**config.mk**
```make
export PLATFORM = sky130hd
export DESIGN_NAME = bfsa_ctrl
export DESIGN_NICKNAME = d
export VERILOG_FILES = /design/src/hw/rtl/bfsa_pkg.sv /design/src/hw/rtl/bfsa_ctrl.sv
export SDC_FILE = /design/constraint.sdc
export NUM_CORES = 1
export LEC_CHECK = 0
export BUFFER_PORTS_ARGS = -buffer_cell sky130_fd_sc_hd__buf_4
export CAP_MARGIN = 20
export CORE_AREA = 2 2 39 41
export DETAILED_ROUTE_END_ITERATION = 6
export DIE_AREA = 0 0 41 43
export PLACE_DENSITY = 0.37
export SKIP_LAST_GASP = 1
export SLEW_MARGIN = 0
export SYNTH_ARGS = -nofsm -noshare
export SYNTH_HDL_FRONTEND = slang
export SYNTH_SLANG_ARGS = --single-unit
export TNS_END_PERCENT = 1
```
**constraint.sdc**
```tcl
create_clock -name i_clk -period 1.4 [get_ports i_clk]
set_clock_uncertainty 0.05 [all_clocks]
set_input_delay 0.28 -clock i_clk [delete_from_list [all_inputs] [get_ports i_clk]]
set_output_delay 0.28 -clock i_clk [all_outputs]
set_load 0.02 [all_outputs]
```
**src/hw/rtl/bfsa_pkg.sv**
```systemverilog
// ----------------------------------------------------------------------------
// Block free-stack allocator package
// Field widths, command and status codes, FSM states and control structs.
// ----------------------------------------------------------------------------
package bfsa_pkg;

    localparam int BLOCK_W    = 10;
    localparam int BLOCK_SPAN = 1024;
    localparam int FC_W       = 11;
    localparam int CNT_W      = 32;

    typedef enum logic [1:0] {
        CMD_SEED  = 2'd0,
        CMD_ALLOC = 2'd1,
        CMD_FREE  = 2'd2
    } t_cmd;

    typedef enum logic [2:0] {
        ST_OK     = 3'd0,
        ST_EMPTY  = 3'd1,
        ST_DOUBLE = 3'd2,
        ST_REJECT = 3'd3,
        ST_NULL   = 3'd4
    } t_status;

    typedef enum logic [1:0] {
        S_CLEAR,
        S_IDLE,
        S_MAP,
        S_UPDATE
    } t_state;

    // Commands from the controller to the datapath.
    typedef struct packed {
        logic clear;
        logic capture;
        logic map_read;
        logic commit;
    } t_ctl_cmd;

    // Status from the datapath to the controller.
    typedef struct packed {
        logic clear_done;
    } t_dp_status;

endpackage

```
**src/hw/rtl/bfsa_ctrl.sv**
```systemverilog
// ----------------------------------------------------------------------------
// Block free-stack allocator controller
// Sequences the map clearing pass and the capture, lookup and update steps
// of each request, and owns the result valid flag.
// ----------------------------------------------------------------------------
module bfsa_ctrl (
    input  logic                  i_clk,
    input  logic                  i_rst_n,
    input  logic                  i_valid,
    output logic                  o_stall,
    output logic                  o_valid,
    input  logic                  i_stall,
    input  bfsa_pkg::t_dp_status  i_dp_status,
    output bfsa_pkg::t_ctl_cmd    o_ctl_cmd
);
    import bfsa_pkg::*;

    t_state r_state;
    t_state n_state;
    logic   r_out_valid;
    logic   n_out_valid;
    logic   out_free;

    // The result register can take a new result when empty or being drained.
    assign out_free = !r_out_valid || !i_stall;

    // Next state.
    always_comb begin
        n_state = r_state;
        unique case (r_state)
            S_CLEAR: begin
                if (i_dp_status.clear_done) begin
                    n_state = S_IDLE;
                end
            end
            S_IDLE: begin
                if (i_valid) begin
                    n_state = S_MAP;
                end
            end
            S_MAP: begin
                n_state = S_UPDATE;
            end
            S_UPDATE: begin
                if (out_free) begin
                    n_state = S_IDLE;
                end
            end
            default: begin
                n_state = S_CLEAR;
            end
        endcase
    end

    // Outputs and datapath commands.
    always_comb begin
        o_ctl_cmd = '0;
        o_stall   = 1'b1;
        unique case (r_state)
            S_CLEAR: begin
                o_ctl_cmd.clear = 1'b1;
            end
            S_IDLE: begin
                o_stall           = 1'b0;
                o_ctl_cmd.capture = i_valid;
            end
            S_MAP: begin
                o_ctl_cmd.map_read = 1'b1;
            end
            S_UPDATE: begin
                o_ctl_cmd.commit = out_free;
            end
            default: begin
                o_ctl_cmd = '0;
            end
        endcase
    end

    // Result valid flag: set on commit, cleared when the result is taken.
    always_comb begin
        n_out_valid = r_out_valid;
        if (o_ctl_cmd.commit) begin
            n_out_valid = 1'b1;
        end else if (r_out_valid && !i_stall) begin
            n_out_valid = 1'b0;
        end
    end

    always_ff @(posedge i_clk) begin
        if (!i_rst_n) begin
            r_state     <= S_CLEAR;
            r_out_valid <= 1'b0;
        end else begin
            r_state     <= n_state;
            r_out_valid <= n_out_valid;
        end
    end

    assign o_valid = r_out_valid;

endmodule

```
==> flow_metrics.py, run 1 <==
metrics = {
    "yosys": {
        "syn_nets": 33,
        "ys_ff_latch": 3,
        "ys_seq_area_share_pct": 28.6,
        "syn_avg_cell_area_um2": 8.76,
        "syn_inst": 24,
        "synth.distinct_cells": 11,
        "yosysWarnings": 0,
        "syn-cell-area_um2": 210,
    },
    "timing": {
        "slew_viol_final": 0,
        "setup_viol": 0,
        "rsz0062_at_grt": "true",
        "worstMarginPinSlew_ns": 0.262,
        "finalCritPeriodShare_pct": 99.7,
        "fin_crit_ns": 1.40,
        "totalNegativeSetupSlack_ns": 0,
        "fmax_mhz": 717,
        "hold_viol": 0,
        "slew_headroom_pct": 82.6,
    },
    "job": {
        "maxCapViolCount": 0,
    },
    "setup_path": {
        "cp-end-kind": "primary output",
        "crit_type": "flop to primary output",
        "crit_required_ns": 1.07,
        "crit_arrival_ns": 1.07,
        "crit_fanout": 4,
        "crit_path_start_kind": "flop",
    },
    "route": {
        "drc": 0,
        "firstDrtPassIters": 4,
        "avgViaCountPerCell": 3.84,
        "drtAntennaViolNets": 0,
        "drt_wl_total_um": 507,
        "drt_iter0_markers": 8,
        "vias": 215,
        "routedWlPerCell_um": 9.05,
    },
    "clock_network": {
        "cts_tree": "done",
        "clk_latency_ns": 0.23,
        "clk_pin_slew_ns": 0.04,
        "hold_buffers": 0,
        "h-tree-depth": 1,
        "clockRootBuffer": "clkbuf_4",
        "cts.sinks": 3,
        "cts_made_buffers": 3,
        "cts_buffer_depth": 2,
    },
    "power": {
        "p_leak_nw": 0.193,
        "power_density_nw_per_um2": 1690,
        "peakVddDrop_uv": 496,
    },
    "grt": {
        "overflow": 0,
        "grt_pass1_wl_um": 821,
        "grt_usage_pct": 7.91,
        "first_global_vias": 205,
        "grt_max_degree": 6,
        "antenna_found_initial": 0,
    },
    "place": {
        "gp_congestion": 0.685,
        "dpl.cell_count": 50,
        "portBuffers": 10,
    },
    "cells_and_area": {
        "syn2layout_area_growth_pct": 90.5,
        "diodes": 0,
        "drive_above_1_share_pct": 67.5,
        "stdcell_count": 56,
        "final_util_pct": 28.9,
        "fin_nets": 50,
    },
    "floorplan": {
        "die-area_um2": 1760,
        "start_util_pct": 15.2,
        "io_pins": 11,
        "fp.coreArea_um2": 1380,
        "die_w_um": 41,
        "rows": 14,
        "die_h_um": 43,
    },
    "outcome": {
        "status": "complete, no violations",
    },
    "hold_path": {
        "hold_class": "input pin to flop",
    },
}
cell usage after synthesis:
cell	count	area [um2]
nand2_1	4	15.0
mux2i_1	2	20.0
and2_4	1	8.76
ha_1	4	50.1
nor2_1	1	3.75
a222oi_1	1	10.0
dfxtp_1	3	60.1
inv_1	5	18.8
and2b_2	1	8.76
buf_4	1	7.51
o21a_1	1	7.51
area by class of cell:
type | count | area [um2]
tap | 16 | 20.0
fill | 157 | 983
multi-input combinational | 15 | 164
clock buffer | 4 | 26.3
inverter | 5 | 21.3
sequential | 3 | 67.6
timing repair buffer | 13 | 101
cell families (layout without fill, tap and decap cells):
logic type | after synthesis | count (layout) | share of synthesized area [%]
AOI/OAI and AO/OA | 2 | 2 | 8.33
DFF | 3 | 3 | 28.6
and+or+nand+nor | 7 | 7 | 17.3
adders and majority gates | 4 | 4 | 23.8
buffers and inverters | 6 | 22 | 12.5
muxes | 2 | 2 | 9.52
final timing paths:
| path | startpoint | to | slack [ns] | cells past startpoint |
|---|---|---|---|---|
| worst max-delay path | r_state[0] | o_ctl_cmd[0] | 0.005 | 3 |
| worst min register to register | r_state[0] | r_state[0] | 0.47 | 2 |
| worst min-delay path | i_rst_n | o_valid | 0.24 | 2 |
| worst max register to register | r_state[0] | r_state[1] | 0.04 | 5 |
flip-flops by register name, indices dropped and copies added (netlist names):
name,cells
o_valid,1
r_state,2
cells in the final DEF, fill, tap and decap left out, drive strengths merged:
cell type	Yosys	layout
buf	1	13
nand2	4	4
dfxtp	3	3
inv	5	5
a222oi	1	1
ha	4	4
clkbuf	0	4
nor2	1	1
mux2i	2	2
and2	1	1
o21a	1	1
and2b	1	1
power by group:
part	switching, mW	internal [mW]	total [mW]	leakage [nW]
logic	0.178	0.184	0.362	0.152
clock network	0.0446	0.107	0.151	0.0150
registers	0.0429	0.121	0.164	0.0259
metrics by stage:
step | hold WS (ns) | total power, mW | setup slack, ns | area [um2]
6_report | 0.245 | 0.677 | 0.00458 | 400
5_1_grt | 0.232 | 0.748 | -0.0405 | 400
4_1_cts | 0.240 | 0.679 | -0.00453 | 398
3_5_place_dp | 0.430 | 0.462 | 0.0527 | 320
3_3_place_gp | 0.424 | 0.463 | 0.0577 | 320
2_1_floorplan | 0.347 | 0.359 | 0.0290 | 225
what timing repair did:
action,4_1_cts,5_1_grt
resized for setup,9,1
setup buffers,2,0
pin swaps,2,1
endpoints found under the setup margin,3,5
per-layer routing:
metal  wire length (um)  vias to the layer above  track usage (%)
li1                   -                      107                -
met1                174                      102             6.05
met2                292                        6             11.3
met3                 41                        0             6.28
met4                  0                        0             8.00
met5                  0                        -                0
worst max-delay path, stage by stage, from the launching register on:
cell	delay, ns
dfxtp_4	0.36
ha_4	0.16
and2b_2	0.19
buf_6	0.13
No activity file was read; power rests on OpenSTA's default activity.
==> run 2, diff against run 1 <==
--- a/config.mk
+++ b/config.mk
@@ -7,10 +7,12 @@
 export LEC_CHECK = 0
 export BUFFER_PORTS_ARGS = -buffer_cell sky130_fd_sc_hd__buf_4
 export CAP_MARGIN = 20
+export CELL_PAD_IN_SITES_DETAIL_PLACEMENT = 0
+export CELL_PAD_IN_SITES_GLOBAL_PLACEMENT = 1
 export CORE_AREA = 2 2 39 41
 export DETAILED_ROUTE_END_ITERATION = 6
 export DIE_AREA = 0 0 41 43
-export PLACE_DENSITY = 0.37
+export PLACE_DENSITY = 0.47
 export SKIP_LAST_GASP = 1
 export SLEW_MARGIN = 0
 export SYNTH_ARGS = -nofsm -noshare
==> run 2 against run 1 <==
Effect of this change:
- non-clock buffer count fell by 1
- sequential cell count is the same
- combinational power decreased by 5.8%
- power decreased by 2.8%
- largest cell class unchanged
==> flow_metrics.py, run 2 (synthesis gave the netlist of run 1 again) <==
metrics = {
    "clock_network": {
        "clk_pin_slew_ns": 0.04,
        "cts.sinks": 3,
        "cts_made_buffers": 3,
        "cts_tree": "done",
        "hold_buffers": 0,
        "h-tree-depth": 1,
        "clockRootBuffer": "clkbuf_4",
        "clk_latency_ns": 0.23,
        "cts_buffer_depth": 2,
    },
    "hold_path": {
        "hold_class": "input pin to flop",
    },
    "floorplan": {
        "die_h_um": 43,
        "io_pins": 11,
        "start_util_pct": 15.2,
        "fp.coreArea_um2": 1380,
        "rows": 14,
        "die_w_um": 41,
        "die-area_um2": 1760,
    },
    "setup_path": {
        "cpPeakStageDelay_ns": 0.37,
        "cp_cell_sequence": "ha_4, and2b_2, buf_6",
        "crit_arrival_ns": 1.06,
        "cp.buffers_inverters": 1,
        "cp-end-kind": "primary output",
        "critical-path-top-delay-family": "flip-flops",
        "crit_path_start_kind": "flop",
        "crit_required_ns": 1.07,
        "crit_type": "flop to primary output",
        "crit_fanout": 4,
        "critical-path-slowest-cell": "dfxtp_4",
    },
    "place": {
        "post-dp-hpwl_um": 356,
        "placed_area_um2": 320,
        "gp_congestion": 0.631,
        "dpl.cell_count": 50,
        "portBuffers": 10,
    },
    "cells_and_area": {
        "final_common_cell": "buf_4",
        "final.fill_count": 163,
        "regMostFlops": "r_state",
        "final_cell_mix": "buf_4, nand2_1, ha_4, clkbuf_4",
        "stdcell_count": 55,
        "final_area_um2": 393,
        "diodes": 0,
        "largest_reg_flops": 2,
        "final_util_pct": 28.4,
        "syn2layout_area_growth_pct": 86.9,
        "drive_above_1_share_pct": 64.1,
        "fin_nets": 49,
    },
    "power": {
        "p_leak_nw": 0.188,
        "share_comb_of_total_power_pct": 51.7,
        "peakVddDrop_uv": 504,
        "power_density_nw_per_um2": 1680,
        "p_int_mw": 0.403,
        "power.switching_mw": 0.256,
        "p_sw_share_pct": 38.8,
        "p_total_mw": 0.658,
        "p_clk_share_pct": 22.5,
        "power_frac_seq_pct": 25.7,
    },
    "grt": {
        "grt_max_degree": 6,
        "first_global_vias": 209,
        "overflow": 0,
        "grt_usage_pct": 6.31,
        "grt_pass1_wl_um": 710,
        "antenna_found_initial": 0,
    },
    "timing": {
        "totalNegativeSetupSlack_ns": 0,
        "slew_headroom_pct": 82.5,
        "setup_viol": 0,
        "fin_crit_ns": 1.39,
        "slew_viol_final": 0,
        "fmax_mhz": 718,
        "hold_viol": 0,
        "rsz0062_at_grt": "true",
        "worstMarginPinSlew_ns": 0.262,
        "finalCritPeriodShare_pct": 99.5,
    },
    "route": {
        "avgViaCountPerCell": 3.73,
        "firstDrtPassIters": 4,
        "drtAntennaViolNets": 0,
        "routedWlPerCell_um": 7.67,
        "drt_wl_total_um": 422,
        "drc": 0,
        "drt_iter0_markers": 5,
        "vias": 205,
    },
    "outcome": {
        "status": "complete, no violations",
    },
    "job": {
        "maxCapViolCount": 0,
    },
}
==> run 2: final cells by class <==
class                      count  area (um2)  share of cell area, %
multi-input combinational     15         161                   41.1
timing repair buffer          12        93.8                   23.9
sequential                     3        67.6                   17.2
clock buffer                   4        26.3                   6.69
inverter                       5        23.8                   6.05
tap                           16        20.0                   5.10
==> run 2: worst reg2reg max path, delay by kind of cell, from the launching register on <==
| kind | cells | cell delay (ns) |
|---|---|---|
| adders and majority gates | 1 | 0.15 |
| muxes | 1 | 0.17 |
| AOI/OAI and AO/OA | 1 | 0.29 |
| buffers and inverters | 2 | 0.23 |
| DFF | 1 | 0.39 |
==> run 2: worst paths after layout <==
kind	cells past startpoint	slack, ns	end	startpoint
max	3	0.007	o_ctl_cmd[0]	r_state[0]
min	2	0.24	o_valid	i_rst_n
min reg2reg	2	0.47	r_state[1]	r_state[1]
max reg2reg	5	0.05	r_state[0]	r_state[0]
==> run 2: per-stage QoR <==
stage / hold slack [ns] / setup slack (ns)
final: 0.244 / 0.00692
after CTS: 0.239 / -0.0111
after floorplan: 0.347 / 0.0290
after global placement: 0.424 / 0.0188
after detailed placement: 0.437 / 0.0329
after global routing: 0.242 / -0.0647
==> run 2: per-layer routing <==
metal  share of wire (%)  track usage [%]  vias to the layer above
li1                    -                -                      106
met1                  38             6.39                       91
met2                  47             8.75                        8
met3                  14             3.14                        0
met4                   0             6.00                        0
met5                   0                0                        -
==> run 2: timing repair <==
action | 4_1_cts | 5_1_grt
resized for setup | 9 | 1
endpoints found under the setup margin | 3 | 4
setup buffers | 1 | 0
pin swaps | 2 | 1
endpoints found under the hold margin | 0 | 0
==> run 2: power groups by stage <==
stage | combinational (mW) | sequential [mW] | clock (mW)
2_1_floorplan | 0.218 | 0.142 | 0
3_3_place_gp | 0.328 | 0.142 | 0
3_5_place_dp | 0.323 | 0.144 | 0
4_1_cts | 0.349 | 0.166 | 0.158
5_1_grt | 0.375 | 0.175 | 0.169
6_report | 0.341 | 0.169 | 0.148
